==> src/rtl/ccc_pkg.sv <==
// shared types, constants and helper functions of the calendar clock counter
package ccc_pkg;

    // field widths of the counters
    localparam int unsigned SUB_W  = 8;
    localparam int unsigned SEC_W  = 6;
    localparam int unsigned MIN_W  = 6;
    localparam int unsigned HOUR_W = 5;
    localparam int unsigned DAY_W  = 5;
    localparam int unsigned MON_W  = 4;
    localparam int unsigned YEAR_W = 8;

    // counter limits
    localparam logic [6:0] SECS_PER_MIN    = 7'd60;
    localparam logic [6:0] MINS_PER_HOUR   = 7'd60;
    localparam logic [5:0] HOURS_PER_DAY   = 6'd24;
    localparam logic [4:0] MONTH_PAST_LAST = 5'd13;
    localparam logic [MON_W-1:0] MONTH_JAN = 4'd1;
    localparam logic [MON_W-1:0] MONTH_FEB = 4'd2;
    localparam logic [MON_W-1:0] MONTH_APR = 4'd4;
    localparam logic [MON_W-1:0] MONTH_JUN = 4'd6;
    localparam logic [MON_W-1:0] MONTH_SEP = 4'd9;
    localparam logic [MON_W-1:0] MONTH_NOV = 4'd11;
    localparam logic [MON_W-1:0] MONTH_DEC = 4'd12;
    localparam logic [SUB_W-1:0] TPS_RESET = 8'd100;

    // item kind
    typedef enum logic {
        KIND_TICK = 1'b0,
        KIND_LOAD = 1'b1
    } kind_t;

    // full time and date
    typedef struct packed {
        logic [SUB_W-1:0]  sub;
        logic [SEC_W-1:0]  sec;
        logic [MIN_W-1:0]  min;
        logic [HOUR_W-1:0] hour;
        logic [DAY_W-1:0]  day;
        logic [MON_W-1:0]  mon;
        logic [YEAR_W-1:0] year;
    } clock_state_t;

    // days in a month, leap february when year mod 4 is zero
    function automatic logic [5:0] month_len(input logic [MON_W-1:0] mon,
                                             input logic [YEAR_W-1:0] year);
        logic [5:0] len;
        unique case (mon)
            MONTH_APR, MONTH_JUN, MONTH_SEP, MONTH_NOV: len = 6'd30;
            MONTH_FEB: len = (year[1:0] == 2'd0) ? 6'd29 : 6'd28;
            default:   len = 6'd31;
        endcase
        return len;
    endfunction

    // decimal split of a value below 64: {tens[2:0], ones[3:0]}
    function automatic logic [6:0] split_dec(input logic [5:0] v);
        logic [2:0] tens;
        logic [5:0] ones;
        priority if (v >= 6'd60) tens = 3'd6;
        else if (v >= 6'd50)     tens = 3'd5;
        else if (v >= 6'd40)     tens = 3'd4;
        else if (v >= 6'd30)     tens = 3'd3;
        else if (v >= 6'd20)     tens = 3'd2;
        else if (v >= 6'd10)     tens = 3'd1;
        else                     tens = 3'd0;
        ones = v - 6'({3'd0, tens} * 6'd10);
        return {tens, ones[3:0]};
    endfunction

endpackage

==> src/rtl/ccc_tick_if.sv <==
// input channel: tick or load item with valid/ready handshake
interface ccc_tick_if;
    import ccc_pkg::*;

    logic              valid;
    logic              ready;
    logic              kind;
    logic [YEAR_W-1:0] load_year;
    logic [MON_W-1:0]  load_month;
    logic [DAY_W-1:0]  load_day;
    logic [HOUR_W-1:0] load_hour;
    logic [MIN_W-1:0]  load_minute;
    logic [SEC_W-1:0]  load_second;

    modport source (
        output valid, kind, load_year, load_month, load_day, load_hour,
               load_minute, load_second,
        input  ready
    );

    modport sink (
        input  valid, kind, load_year, load_month, load_day, load_hour,
               load_minute, load_second,
        output ready
    );
endinterface

==> src/rtl/ccc_result_if.sv <==
// output channel: displayed digits plus full time and date
interface ccc_result_if;
    import ccc_pkg::*;

    logic              valid;
    logic              ready;
    logic [1:0]        hour_tens;
    logic [3:0]        hour_ones;
    logic [2:0]        minute_tens;
    logic [3:0]        minute_ones;
    logic [SEC_W-1:0]  second_now;
    logic [DAY_W-1:0]  day_now;
    logic [MON_W-1:0]  month_now;
    logic [YEAR_W-1:0] year_now;

    modport source (
        output valid, hour_tens, hour_ones, minute_tens, minute_ones,
               second_now, day_now, month_now, year_now,
        input  ready
    );

    modport sink (
        input  valid, hour_tens, hour_ones, minute_tens, minute_ones,
               second_now, day_now, month_now, year_now,
        output ready
    );
endinterface

==> src/rtl/ccc_step.sv <==
// next-state logic: cascaded tick carry chain and date/time load
module ccc_step (
    input  ccc_pkg::clock_state_t cur,
    input  ccc_pkg::clock_state_t load,
    input  logic                  is_load,
    input  logic [7:0]            tps,
    output ccc_pkg::clock_state_t nxt
);
    import ccc_pkg::*;

    logic [SUB_W:0]  sub_inc;
    logic [SEC_W:0]  sec_inc;
    logic [MIN_W:0]  min_inc;
    logic [HOUR_W:0] hour_inc;
    logic [DAY_W:0]  day_inc;
    logic [MON_W:0]  mon_inc;
    logic            sec_carry;
    logic            min_carry;
    logic            hour_carry;
    logic            day_carry;
    logic            mon_carry;
    logic            year_carry;
    clock_state_t    ticked;

    // carry chain, each stage compares its incremented value with its limit
    always_comb
    begin
        sub_inc    = {1'b0, cur.sub} + 1'b1;
        sec_inc    = {1'b0, cur.sec} + 1'b1;
        min_inc    = {1'b0, cur.min} + 1'b1;
        hour_inc   = {1'b0, cur.hour} + 1'b1;
        day_inc    = {1'b0, cur.day} + 1'b1;
        mon_inc    = {1'b0, cur.mon} + 1'b1;

        sec_carry  = (sub_inc >= {1'b0, tps});
        min_carry  = sec_carry && (sec_inc >= SECS_PER_MIN);
        hour_carry = min_carry && (min_inc >= MINS_PER_HOUR);
        day_carry  = hour_carry && (hour_inc >= HOURS_PER_DAY);
        mon_carry  = day_carry && (day_inc >= month_len(cur.mon, cur.year));
        year_carry = mon_carry && (mon_inc >= MONTH_PAST_LAST);

        ticked.sub  = sec_carry  ? '0 : sub_inc[SUB_W-1:0];
        ticked.sec  = min_carry  ? '0 : (sec_carry  ? sec_inc[SEC_W-1:0]   : cur.sec);
        ticked.min  = hour_carry ? '0 : (min_carry  ? min_inc[MIN_W-1:0]   : cur.min);
        ticked.hour = day_carry  ? '0 : (hour_carry ? hour_inc[HOUR_W-1:0] : cur.hour);
        ticked.day  = mon_carry  ? '0 : (day_carry  ? day_inc[DAY_W-1:0]   : cur.day);
        ticked.mon  = year_carry ? MONTH_JAN
                                 : (mon_carry ? mon_inc[MON_W-1:0] : cur.mon);
        ticked.year = year_carry ? cur.year + 1'b1 : cur.year;
    end

    // load replaces the state, month outside january..december becomes january
    always_comb
    begin
        if (is_load)
        begin
            nxt     = load;
            nxt.sub = '0;
            if (load.mon < MONTH_JAN || load.mon > MONTH_DEC)
            begin
                nxt.mon = MONTH_JAN;
            end
        end
        else
        begin
            nxt = ticked;
        end
    end
endmodule

==> src/rtl/calendar_clock_counter.sv <==
// calendar clock counter top level: state, result register and handshakes
// a result is registered and appears in the cycle after its item is transferred
// throughput: one item per cycle while no result is pending or the sink takes it; the carry chain is combinational
// the result register frees whenever the sink takes its transfer
// reset (rst_n low, asynchronous): 00:00:00, day 0, january, year 0,
// sub-second count 0, ticks per second 100, no result pending
module calendar_clock_counter (
    input  logic                   clk,
    input  logic                   rst_n,
    ccc_tick_if.sink               tick_ch,
    ccc_result_if.source           result_ch,
    input  logic                   cfg_we,
    input  logic [ccc_pkg::SUB_W-1:0] cfg_wdata
);
    import ccc_pkg::*;

    clock_state_t     state_reg;
    clock_state_t     state_next;
    clock_state_t     load_val;
    logic [SUB_W-1:0] tps_reg;
    logic             out_valid_reg;
    logic [6:0]       hour_dec;
    logic [6:0]       min_dec;
    logic [1:0]       hour_tens_reg;
    logic [3:0]       hour_ones_reg;
    logic [2:0]       minute_tens_reg;
    logic [3:0]       minute_ones_reg;
    logic [SEC_W-1:0] second_reg;
    logic [DAY_W-1:0] day_reg;
    logic [MON_W-1:0] month_reg;
    logic [YEAR_W-1:0] year_reg;
    logic             accept;

    // handshake: take a new item whenever the result register is free or drains
    assign tick_ch.ready = !out_valid_reg || result_ch.ready;
    assign accept        = tick_ch.valid && tick_ch.ready;

    // load value from the input payload
    always_comb
    begin
        load_val.sub  = '0;
        load_val.sec  = tick_ch.load_second;
        load_val.min  = tick_ch.load_minute;
        load_val.hour = tick_ch.load_hour;
        load_val.day  = tick_ch.load_day;
        load_val.mon  = tick_ch.load_month;
        load_val.year = tick_ch.load_year;
    end

    ccc_step u_step (
        .cur     (state_reg),
        .load    (load_val),
        .is_load (kind_t'(tick_ch.kind) == KIND_LOAD),
        .tps     (tps_reg),
        .nxt     (state_next)
    );

    // decimal digits of the new hour and minute
    assign hour_dec = split_dec({1'b0, state_next.hour});
    assign min_dec  = split_dec(state_next.min);

    // ticks per second register
    always_ff @(posedge clk or negedge rst_n)
    begin
        if (!rst_n)
        begin
            tps_reg <= TPS_RESET;
        end
        else if (cfg_we)
        begin
            tps_reg <= cfg_wdata;
        end
    end

    // time and date state
    always_ff @(posedge clk or negedge rst_n)
    begin
        if (!rst_n)
        begin
            state_reg <= '{sub: '0, sec: '0, min: '0, hour: '0, day: '0,
                           mon: MONTH_JAN, year: '0};
        end
        else if (accept)
        begin
            state_reg <= state_next;
        end
    end

    // result valid flag
    always_ff @(posedge clk or negedge rst_n)
    begin
        if (!rst_n)
        begin
            out_valid_reg <= 1'b0;
        end
        else if (accept)
        begin
            out_valid_reg <= 1'b1;
        end
        else if (result_ch.ready)
        begin
            out_valid_reg <= 1'b0;
        end
    end

    // result payload
    always_ff @(posedge clk)
    begin
        if (accept)
        begin
            hour_tens_reg   <= hour_dec[5:4];
            hour_ones_reg   <= hour_dec[3:0];
            minute_tens_reg <= min_dec[6:4];
            minute_ones_reg <= min_dec[3:0];
            second_reg      <= state_next.sec;
            day_reg         <= state_next.day;
            month_reg       <= state_next.mon;
            year_reg        <= state_next.year;
        end
    end

    assign result_ch.valid       = out_valid_reg;
    assign result_ch.hour_tens   = hour_tens_reg;
    assign result_ch.hour_ones   = hour_ones_reg;
    assign result_ch.minute_tens = minute_tens_reg;
    assign result_ch.minute_ones = minute_ones_reg;
    assign result_ch.second_now  = second_reg;
    assign result_ch.day_now     = day_reg;
    assign result_ch.month_now   = month_reg;
    assign result_ch.year_now    = year_reg;

    // month counter stays within january..december
    a_month_range: assert property (@(posedge clk) disable iff (!rst_n)
        state_reg.mon >= MONTH_JAN && state_reg.mon <= MONTH_DEC)
        else $error("month counter out of range");

    // every transferred item leaves a pending result
    a_result_follows: assert property (@(posedge clk) disable iff (!rst_n)
        accept |=> out_valid_reg)
        else $error("transferred item gave no result");

    // a pending result shows the current date and second
    a_result_matches: assert property (@(posedge clk) disable iff (!rst_n)
        out_valid_reg |-> (year_reg == state_reg.year && month_reg == state_reg.mon
                           && day_reg == state_reg.day && second_reg == state_reg.sec))
        else $error("result register out of step with state");

    // a tick below the sub-second limit leaves the seconds alone
    a_no_carry: assert property (@(posedge clk) disable iff (!rst_n)
        (accept && kind_t'(tick_ch.kind) == KIND_TICK
         && ({1'b0, state_reg.sub} + 1'b1) < {1'b0, tps_reg})
        |=> state_reg.sec == $past(state_reg.sec))
        else $error("seconds moved without a sub-second carry");
endmodule

==> src/flat_wrapper.sv <==
// flat-port wrapper written by rule: the top's interface ports become plain ports
module calendar_clock_counter_flat import ccc_pkg::*;
  (clk, rst_n, cfg_we, cfg_wdata, tick_ch_valid, tick_ch_kind, tick_ch_load_year, tick_ch_load_month, tick_ch_load_day, tick_ch_load_hour, tick_ch_load_minute, tick_ch_load_second, tick_ch_ready, result_ch_valid, result_ch_hour_tens, result_ch_hour_ones, result_ch_minute_tens, result_ch_minute_ones, result_ch_second_now, result_ch_day_now, result_ch_month_now, result_ch_year_now, result_ch_ready);
  ccc_tick_if tick_ch_i ();
  ccc_result_if result_ch_i ();
  input  logic clk;
  input  logic rst_n;
  input  logic cfg_we;
  input  logic [ccc_pkg::SUB_W-1:0] cfg_wdata;
  input wire logic [$bits(tick_ch_i.valid)-1:0] tick_ch_valid;
  input wire logic [$bits(tick_ch_i.kind)-1:0] tick_ch_kind;
  input wire logic [$bits(tick_ch_i.load_year)-1:0] tick_ch_load_year;
  input wire logic [$bits(tick_ch_i.load_month)-1:0] tick_ch_load_month;
  input wire logic [$bits(tick_ch_i.load_day)-1:0] tick_ch_load_day;
  input wire logic [$bits(tick_ch_i.load_hour)-1:0] tick_ch_load_hour;
  input wire logic [$bits(tick_ch_i.load_minute)-1:0] tick_ch_load_minute;
  input wire logic [$bits(tick_ch_i.load_second)-1:0] tick_ch_load_second;
  output wire logic [$bits(tick_ch_i.ready)-1:0] tick_ch_ready;
  output wire logic [$bits(result_ch_i.valid)-1:0] result_ch_valid;
  output wire logic [$bits(result_ch_i.hour_tens)-1:0] result_ch_hour_tens;
  output wire logic [$bits(result_ch_i.hour_ones)-1:0] result_ch_hour_ones;
  output wire logic [$bits(result_ch_i.minute_tens)-1:0] result_ch_minute_tens;
  output wire logic [$bits(result_ch_i.minute_ones)-1:0] result_ch_minute_ones;
  output wire logic [$bits(result_ch_i.second_now)-1:0] result_ch_second_now;
  output wire logic [$bits(result_ch_i.day_now)-1:0] result_ch_day_now;
  output wire logic [$bits(result_ch_i.month_now)-1:0] result_ch_month_now;
  output wire logic [$bits(result_ch_i.year_now)-1:0] result_ch_year_now;
  input wire logic [$bits(result_ch_i.ready)-1:0] result_ch_ready;
  assign tick_ch_i.valid = tick_ch_valid;
  assign tick_ch_i.kind = tick_ch_kind;
  assign tick_ch_i.load_year = tick_ch_load_year;
  assign tick_ch_i.load_month = tick_ch_load_month;
  assign tick_ch_i.load_day = tick_ch_load_day;
  assign tick_ch_i.load_hour = tick_ch_load_hour;
  assign tick_ch_i.load_minute = tick_ch_load_minute;
  assign tick_ch_i.load_second = tick_ch_load_second;
  assign tick_ch_ready = tick_ch_i.ready;
  assign result_ch_valid = result_ch_i.valid;
  assign result_ch_hour_tens = result_ch_i.hour_tens;
  assign result_ch_hour_ones = result_ch_i.hour_ones;
  assign result_ch_minute_tens = result_ch_i.minute_tens;
  assign result_ch_minute_ones = result_ch_i.minute_ones;
  assign result_ch_second_now = result_ch_i.second_now;
  assign result_ch_day_now = result_ch_i.day_now;
  assign result_ch_month_now = result_ch_i.month_now;
  assign result_ch_year_now = result_ch_i.year_now;
  assign result_ch_i.ready = result_ch_ready;
  calendar_clock_counter u_core (.clk(clk), .rst_n(rst_n), .tick_ch(tick_ch_i), .result_ch(result_ch_i), .cfg_we(cfg_we), .cfg_wdata(cfg_wdata));
endmodule
==> config.mk <==
export PLATFORM = sky130hd
export DESIGN_NAME = calendar_clock_counter_flat
export DESIGN_NICKNAME = d
export VERILOG_FILES = /design/src/rtl/ccc_pkg.sv /design/src/rtl/ccc_tick_if.sv /design/src/rtl/ccc_result_if.sv /design/src/rtl/ccc_step.sv /design/src/rtl/calendar_clock_counter.sv /design/src/flat_wrapper.sv
export SDC_FILE = /design/constraint.sdc
export NUM_CORES = 1
export LEC_CHECK = 0
export ABC_CLOCK_PERIOD_IN_PS = 5100
export BUFFER_PORTS_ARGS = -buffer_cell sky130_fd_sc_hd__clkbuf_2
export CELL_PAD_IN_SITES_DETAIL_PLACEMENT = 0
export CELL_PAD_IN_SITES_GLOBAL_PLACEMENT = 1
export CORE_MARGIN = 8
export CORE_UTILIZATION = 25
export CTS_BUF_LIST = sky130_fd_sc_hd__clkbuf_4 sky130_fd_sc_hd__clkbuf_8
export DETAILED_ROUTE_END_ITERATION = 7
export PLACE_DENSITY = 0.58
export SYNTH_ARGS = -nofsm -noshare
export SYNTH_HDL_FRONTEND = slang
export SYNTH_HIERARCHICAL = 1
export SYNTH_SLANG_ARGS = --single-unit
export TNS_END_PERCENT = 20
==> constraint.sdc <==
create_clock -name clk -period 5.1 [get_ports clk]
set_input_delay 1.02 -clock clk [delete_from_list [all_inputs] [get_ports clk]]
set_output_delay 1.02 -clock clk [all_outputs]
set_load 0.02 [all_outputs]
==> results of run 1 <==
[power groups by stage]
stage / clock network (uW) / logic, uW / registers, uW
6_report: 472 / 728 / 989
5_1_grt: 525 / 818 / 1010
4_1_cts: 503 / 737 / 990
3_5_place_dp: 0 / 731 / 1000
3_3_place_gp: 0 / 717 / 999
2_1_floorplan: 0 / 517 / 1010
[worst max-delay path, delay by kind of cell (launching register included)]
family | cells | cell delay [ps]
buf+inv | 3 | 560
simple gates | 3 | 390
compound gates | 5 | 1210
flops | 1 | 420
xor+xnor | 1 | 150
fa+ha+maj | 5 | 1540
[routing by layer]
layer  GRT usage [%]  vias to the layer above  wire (um)
met5               0                        -          0
met4            3.97                        0        212
met3            2.33                       14        671
met2            17.2                      101       6510
met1            14.3                     1996       6730
li1                -                     2073          -
[final timing paths]
check	start	to	slack (ps)	cells after the start
max in group asynchronous	rst_n	u_core/state_reg[17]	3850	2
min	u_core/tps_reg[7]	u_core/tps_reg[7]	510	1
min in group asynchronous	rst_n	u_core/state_reg[5]	770	2
min reg2reg	u_core/tps_reg[7]	u_core/tps_reg[7]	510	1
max reg2reg	u_core/state_reg[34]	u_core/result_ch.minute_ones[2]	550	17
max	u_core/state_reg[34]	u_core/result_ch.minute_ones[2]	550	17
[layout make-up]
cell class | count | area (sq um) | share of cell area [%]
Clock buffer | 9 | 124 | 1.95
Multi-Input combinational cell | 380 | 2850 | 44.8
Clock inverter | 7 | 57.6 | 0.906
Tap cell | 280 | 350 | 5.51
Inverter | 32 | 120 | 1.89
Timing Repair Buffer | 94 | 493 | 7.76
Sequential cell | 87 | 2360 | 37.2
[stage by stage]
stage	total power, uW	utilization (%)	std cells	area (sq um)	hold WS [ps]
2_1_floorplan	1530	-	522	5460	481
3_3_place_gp	1720	28.6	873	6170	495
3_5_place_dp	1730	28.6	873	6170	499
4_1_cts	2230	29.4	889	6350	522
5_1_grt	2350	29.4	889	6350	541
6_report	2190	29.4	889	6350	514
[cells in the final DEF (no fill, tap or decap), types with 6 or more instances in the layout]
master    count
a21oi_1      13
a31oi_1      19
and3_1       11
buf_4         9
clkbuf_2     85
clkbuf_8      9
dfrtp_1      47
edfxtp_1     36
ha_1         27
inv_1        32
mux2_2       26
mux2_4       21
nand2_1      36
nand2b_1      6
nand3_1      13
nor2_1       38
nor2b_1      18
o21a_1        6
o21ai_0      35
o31ai_1       7
or4_1         7
xor2_1        6
[timing repair]
item | 4_1_cts | 5_1_grt
gates resized for setup | 0 | 1
buffers inserted | 0 | 0
setup endpoints to repair | 0 | 1
==> flow_summary.yaml, run 1 <==
detailed_routing:
  drtAntennaViolNets: 0
  drc: 0
  first_iter_violations: 217
  routed-via-count: 4184
  wl_per_cell_um: 15.9
  routed_wl_mm: 14.1
  viasPerCell: 4.71
  dr.pass1.iters: 4
pwr:
  p_sw_share_pct: 37.3
  power.internal_uw: 1370
  switchingPower_uw: 817
  combPwrFrac_pct: 33.2
  clkPwrFrac_pct: 21.6
  ir_worst_vdd_mv: 0.110
  leakagePower_uw: 0.00275
  p_per_area_mw_per_mm2: 345
  seq_power_share_pct: 45.2
worst_setup_path:
  arrival_ps: 4670
  cp_max_fo: 11
  cp.required_ps: 5220
  max_stage_delay_ps: 490
  worstSetupEndpointType: "flip-flop"
  cpMostUsedCell: "ha_1"
  slowest_stage: "o31ai_1"
  critPathKind: "reg2reg"
  path_cells: "ha_1, nand3_1, xnor2_1, ha_1, and3_1, o21ai_0, o21ai_1, buf_4, a31oi_1, o31ai_1, inv_1, maj3_1, nand3b_1, o221ai_1, ha_1, inv_1, fa_1"
  start_kind: "flip-flop"
clock_network:
  cts_inserted_buffers: 9
  cts_root_buf: "clkbuf_8"
  holdBufCountCts: 0
  clockBufferDepth: 2
  cts_tree: "yes"
  path_clk_slew_ps: 90
  cts_sinks: 87
  clkLatencyLatePin_ps: 380
  h-tree-depth: 3
cells_and_area:
  fill_cells: 2295
  largest_reg_flops: 42
  layout-drive-gt1-share_pct: 28.7
  area_growth_pct: 16.4
  antenna-diode-count: 0
  nets: 680
synth:
  yosysWarnings: 6
  netlist_area_sq_mm: 0.00546
  postSynthCellCount: 522
  syn_nets: 598
  postSynthAreaPerCell_sq_um: 10.5
sta:
  fin_crit_ps: 4550
  fin_skew_ps: 16.8
  period_share_pct: 89.2
  grt_setup_unrepaired: "false"
  finalWorstSetupSlack_ps: 552
  max_freq_mhz: 220
  worst_slew_pin_slew_ps: 963
  tns_ps: 0
  setup_viol: 0
  slew-limit-headroom_pct: 35.7
  hold_viol: 0
  drv_slew: 0
placed_design:
  io_buffers: 85
  dp_hpwl_mm: 10.1
  preCtsSetupSlack_ps: 367
  gp_congestion: 0.783
grt:
  first_global_vias: 4360
  overflow: 0
  grt_start_max_net_pins: 52
  grt_pass1_wl_mm: 23.1
  grtUsageTotal_pct: 10.9
  antenna_found_initial: 0
floorplanning:
  die_y_um: 164
  rows: 54
  dieArea_sq_mm: 0.0268
  initial_core_util_pct: 25.3
  ios: 86
  core_area_sq_mm: 0.0216
  die_x_um: 164
run_status:
  status: "finished, final reports clean"
run:
  cap_violations: 0
worst_hold_path:
  hp-class: "reg2reg"
No activity file was read; power rests on OpenSTA's default activity.
==> run 2, diff against run 1 <==
--- a/config.mk
+++ b/config.mk
@@ -10,10 +10,10 @@
 export CELL_PAD_IN_SITES_DETAIL_PLACEMENT = 0
 export CELL_PAD_IN_SITES_GLOBAL_PLACEMENT = 1
 export CORE_MARGIN = 8
-export CORE_UTILIZATION = 25
+export CORE_UTILIZATION = 46
 export CTS_BUF_LIST = sky130_fd_sc_hd__clkbuf_4 sky130_fd_sc_hd__clkbuf_8
 export DETAILED_ROUTE_END_ITERATION = 7
-export PLACE_DENSITY = 0.58
+export PLACE_DENSITY = 0.9
 export SYNTH_ARGS = -nofsm -noshare
 export SYNTH_HDL_FRONTEND = slang
 export SYNTH_HIERARCHICAL = 1
==> run 2 against run 1 <==
- worst hold slack gained 0.61 ps
- cell count shrank 16%
- worst setup slack lost 210 ps
- power grew 2.3%
- largest power group unchanged
- sequential power is essentially flat
- critical endpoint is now u_core/result_ch.hour_ones[3]
- non-clock buffer count shrank 1
- die area shrank 42%
==> flow_summary.yaml, run 2 (same netlist as run 1, synthesis figures left out) <==
grt:
  overflow: 0
  first_global_vias: 4178
  met3_usage_pct: 4.21
  met2_usage_pct: 26.9
  antenna_found_initial: 0
  grtUsageTotal_pct: 16.3
  grt_start_max_net_pins: 52
  use_met1_pct: 20.2
  grt_pass1_wl_mm: 21.0
  grt_busiest_layer: "met2"
floorplanning:
  ios: 86
  die_x_um: 125
  core_area_sq_mm: 0.0115
  dieArea_sq_mm: 0.0156
  initial_core_util_pct: 47.4
  rows: 39
  die_y_um: 125
cells_and_area:
  fin_cells: 751
  layout-drive-gt1-share_pct: 28.5
  largest_reg_flops: 42
  nets: 679
  antenna-diode-count: 0
  area_growth_pct: 13.7
  final_common_cell: "clkbuf_2"
  fill_cells: 1055
  final_cell_mix: "clkbuf_2, dfrtp_1, nor2_1"
sta:
  grt_setup_unrepaired: "false"
  max_freq_mhz: 210
  fin_skew_ps: 11.4
  fin_crit_ps: 4760
  period_share_pct: 93.3
  tns_ps: 0
  slew-limit-headroom_pct: 39.0
  setup_viol: 0
  worst_slew_pin_slew_ps: 911
  hold_viol: 0
  whs_ps: 514
  drv_slew: 0
worst_setup_path:
  start_kind: "flip-flop"
  cpMostUsedCell: "ha_1"
  path_cells: "ha_1, xor2_1, ha_1, nand2_1, o211a_1, o21ai_1, nand3_2, or4_1, a31oi_1, nor2b_1, nor2_1, a21oi_1, ha_1, inv_1, ha_1, xnor2_1, nor2_1"
  slowest_stage: "o21ai_1"
  max_stage_delay_ps: 660
  arrival_ps: 4900
  crit_family: "compound AO/OA/AOI/OAI gates"
  worstSetupEndpointType: "flip-flop"
  cp_num_buf_inv: 1
  cp.required_ps: 5240
  critPathKind: "reg2reg"
  cp_max_fo: 11
detailed_routing:
  dr.pass1.iters: 5
  wl_per_cell_um: 16.5
  routed_wl_mm: 12.4
  viasPerCell: 5.62
  routed-via-count: 4220
  drc: 0
  first_iter_violations: 327
  drtAntennaViolNets: 0
run_status:
  status: "finished, final reports clean"
clock_network:
  h-tree-depth: 3
  cts_tree: "yes"
  clockBufferDepth: 2
  path_clk_slew_ps: 90
  post_cts_buffers: 0
  cts_sinks: 87
  clkLatencyLatePin_ps: 380
  cts_inserted_buffers: 9
  cts_root_buf: "clkbuf_8"
pwr:
  leakagePower_uw: 0.00278
  ir_worst_vdd_mv: 0.166
  seq_power_share_pct: 44.1
  clkPwrFrac_pct: 23.6
  p_per_area_mw_per_mm2: 361
  p_sw_share_pct: 34.7
  power.internal_uw: 1460
  combPwrFrac_pct: 32.3
  switchingPower_uw: 778
worst_hold_path:
  hp-class: "reg2reg"
placed_design:
  dp.cells: 735
  gp_congestion: 0.871
  dp_hpwl_mm: 8.76
  io_buffers: 85
run:
  cap_violations: 0
-- run 2: cell count changes in the layout (fill, tap and decap cells not counted) --
cell and change:
bufinv_16 +2, clkinv_2 +3, inv_6 -2, buf_4 -1, clkinvlp_4 -3, clkinv_1 +1, clkinv_4 -1
-- run 2: through the flow --
step	utilization, %	worst slack (ps)	cell area [sq um]	power (uW)
finish	53.9	342	6210	2240
global route	53.9	35.8	6210	2390
CTS	53.9	270	6210	2260
detailed placement	52.1	318	5990	1720
global placement	52.1	492	5990	1690
floorplan	-	997	5460	1530
-- run 2: final cells by class --
class	instances	area [sq um]	area share [%]
clock buffers	9	124	2.00
clock inverters	7	87.6	1.41
inverters	32	120	1.94
multi-input cells	380	2850	45.9
flip-flops and latches	87	2360	38.1
well taps	143	179	2.88
repair buffers	93	485	7.82
-- run 2: timing repair --
item | 4_1_cts | 5_1_grt
gates resized for setup | 0 | 1
hold buffers | 0 | 0
setup endpoints to repair | 0 | 1
-- run 2: final timing paths --
kind | startpoint | endpoint | slack [ps] | cells after the start
min in group asynchronous | rst_n | u_core/state_reg[6] | 750 | 2
max reg2reg | u_core/state_reg[34] | u_core/result_ch.hour_ones[3] | 340 | 17
min | u_core/tps_reg[3] | u_core/tps_reg[3] | 510 | 1
min reg2reg | u_core/tps_reg[3] | u_core/tps_reg[3] | 510 | 1
max in group asynchronous | rst_n | u_core/state_reg[29] | 3890 | 2
max | u_core/state_reg[34] | u_core/result_ch.hour_ones[3] | 340 | 17
-- run 2: metal layers --
| metal | up-vias | routed length [um] |
|---|---|---|
| li1 | 2079 | - |
| met1 | 2041 | 5680 |
| met2 | 90 | 5950 |
| met3 | 10 | 614 |
| met4 | 0 | 150 |
| met5 | - | 0 |
-- run 2: power by group through the flow --
stage	sequential (uW)	clock (uW)	combinational, uW
3_5_place_dp	1000	0	718
3_3_place_gp	994	0	692
2_1_floorplan	1010	0	517
4_1_cts	988	544	724
5_1_grt	1010	570	807
6_report	988	528	723
==> run 3, diff against run 2 <==
--- a/config.mk
+++ b/config.mk
@@ -5,12 +5,13 @@
 export SDC_FILE = /design/constraint.sdc
 export NUM_CORES = 1
 export LEC_CHECK = 0
+export ABC_AREA = 1
 export ABC_CLOCK_PERIOD_IN_PS = 5100
 export BUFFER_PORTS_ARGS = -buffer_cell sky130_fd_sc_hd__clkbuf_2
 export CELL_PAD_IN_SITES_DETAIL_PLACEMENT = 0
 export CELL_PAD_IN_SITES_GLOBAL_PLACEMENT = 1
 export CORE_MARGIN = 8
-export CORE_UTILIZATION = 46
+export CORE_UTILIZATION = 43
 export CTS_BUF_LIST = sky130_fd_sc_hd__clkbuf_4 sky130_fd_sc_hd__clkbuf_8
 export DETAILED_ROUTE_END_ITERATION = 7
 export PLACE_DENSITY = 0.9
==> run 3 against run 2 <==
- critical path depth grew 12
- power shrank 13%
- largest cell class unchanged
- cell count grew 20%
- global-route usage shrank 0.27 points
- highest routed layer unchanged
- critical path type unchanged
- worst setup slack gained 37 ps
- non-clock buffer count shrank 2
==> flow_summary.yaml, run 3 <==
placed_design:
  preCtsSetupSlack_ps: 274
  dp_hpwl_mm: 9.09
  io_buffers: 85
  dp.cells: 887
  gp_congestion: 0.907
clock_network:
  h-tree-depth: 3
  cts_root_buf: "clkbuf_8"
  post_cts_buffers: 0
  holdBufCountCts: 0
  path_clk_slew_ps: 80
  cts_sinks: 87
  cts_tree: "yes"
  cts_inserted_buffers: 9
  clockBufferDepth: 2
  clkLatencyLatePin_ps: 360
floorplanning:
  initial_core_util_pct: 44.1
  dieArea_sq_mm: 0.0161
  die_y_um: 127
  ios: 86
  die_x_um: 127
  core_area_sq_mm: 0.0120
  rows: 40
run_status:
  status: "finished, final reports clean"
cells_and_area:
  antenna-diode-count: 0
  layout.area.seq_sq_mm: 0.00236
  nets: 827
  area_growth_pct: 15.5
  final_common_cell: "nand2_1"
  multi_input_area_sq_mm: 0.00262
  final_cell_mix: "nand2_1, clkbuf_2, inv_1"
  fin_cells: 903
  largest_reg_flops: 42
  fill_cells: 1156
  layout-drive-gt1-share_pct: 19.6
worst_setup_path:
  start_kind: "flip-flop"
  r2r-start: "u_core/state_reg[34]"
  slowest_stage: "dfrtp_1"
  cp.required_ps: 5230
  arrival_ps: 4850
  max_stage_delay_ps: 430
  cp-startpoint: "u_core/state_reg[34]"
  critPathKind: "reg2reg"
  worstSetupEndpointType: "flip-flop"
  cp_max_fo: 10
sta:
  slew-limit-headroom_pct: 44.0
  period_share_pct: 92.6
  tns_ps: 0
  setup_viol: 0
  max_freq_mhz: 212
  fin_skew_ps: 7.96
  hold_viol: 0
  drv_slew: 0
  fin_crit_ps: 4720
  finalWorstSetupSlack_ps: 379
  whs_ps: 508
  worst_slew_pin_slew_ps: 839
pwr:
  p_per_area_mw_per_mm2: 318
  power_uw: 1950
  leakagePower_uw: 0.00312
  ir_worst_vdd_mv: 0.193
grt:
  grt_start_max_net_pins: 52
  first_global_vias: 4696
  use_met1_pct: 18.8
  overflow: 0
  met3_usage_pct: 4.08
  grt_busiest_layer: "met2"
  antenna_found_initial: 0
  grt_pass1_wl_mm: 21.3
  grtUsageTotal_pct: 16.0
  met2_usage_pct: 27.6
detailed_routing:
  drtAntennaViolNets: 0
  viasPerCell: 4.99
  routed-via-count: 4509
  drc: 0
  routed_wl_mm: 12.5
  wl_per_cell_um: 13.9
  first_iter_violations: 329
  dr.pass1.iters: 7
run:
  cap_violations: 0
worst_hold_path:
  hp-class: "reg2reg"
  min_from: "u_core/state_reg[26]"
synth:
  postSynthAreaPerCell_sq_um: 7.97
  postSynthCellCount: 665
  syn_nets: 741
  yosysWarnings: 6
  netlist_area_sq_mm: 0.00530
run 3: worst paths after layout:
check                                                  endpoint  slack [ps]  cells past startpoint
worst min register to register             u_core/state_reg[26]         510                      2
worst min-delay path                       u_core/state_reg[26]         510                      2
max in group asynchronous                  u_core/state_reg[16]        3850                      2
min in group asynchronous                     u_core/tps_reg[1]         780                      2
worst max register to register  u_core/result_ch.minute_ones[3]         380                     29
worst max-delay path            u_core/result_ch.minute_ones[3]         380                     29
run 3: where the power goes:
part	internal, uW	total [uW]	leakage, uW	switching, uW
logic	183	492	0.00202	309
clock network	287	535	0.000106	248
registers	839	920	0.000993	81.3
total	1310	1950	0.00312	638
run 3: layout make-up:
| class | instances | area share, % |
|---|---|---|
| Sequential cell | 87 | 38.6 |
| Inverter | 68 | 4.39 |
| Multi-Input combinational cell | 494 | 42.7 |
| Tap cell | 147 | 3.00 |
| Clock inverter | 6 | 1.37 |
| Clock buffer | 10 | 2.25 |
| Timing Repair Buffer | 91 | 7.68 |
run 3: through the flow:
stage / utilization [%] / cell area [sq um]
after floorplan: - / 5300
after global placement: 49.0 / 5880
after detailed placement: 49.0 / 5880
after CTS: 50.8 / 6100
after global routing: 51.0 / 6120
final: 51.0 / 6120
run 3: layer usage:
layer / vias up / share of wire (%)
met2: 87 / 49
met5: - / 0
met3: 10 / 4.5
met4: 0 / 1.1
li1: 2297 / -
met1: 2115 / 45
run 3: critical path: cells and delay by family, from the launching register on:
| family | cells | cell delay [ps] |
|---|---|---|
| compound gates | 3 | 650 |
| xor+xnor | 2 | 350 |
| flops | 1 | 430 |
| simple gates | 15 | 1580 |
| fa+ha+maj | 4 | 1070 |
| buf+inv | 5 | 410 |
run 3: repair_timing:
action / in CTS / in global routing
gates resized for setup: 0 / 8
endpoints found under the setup margin: 0 / 1
endpoints found under the hold margin: 0 / 0
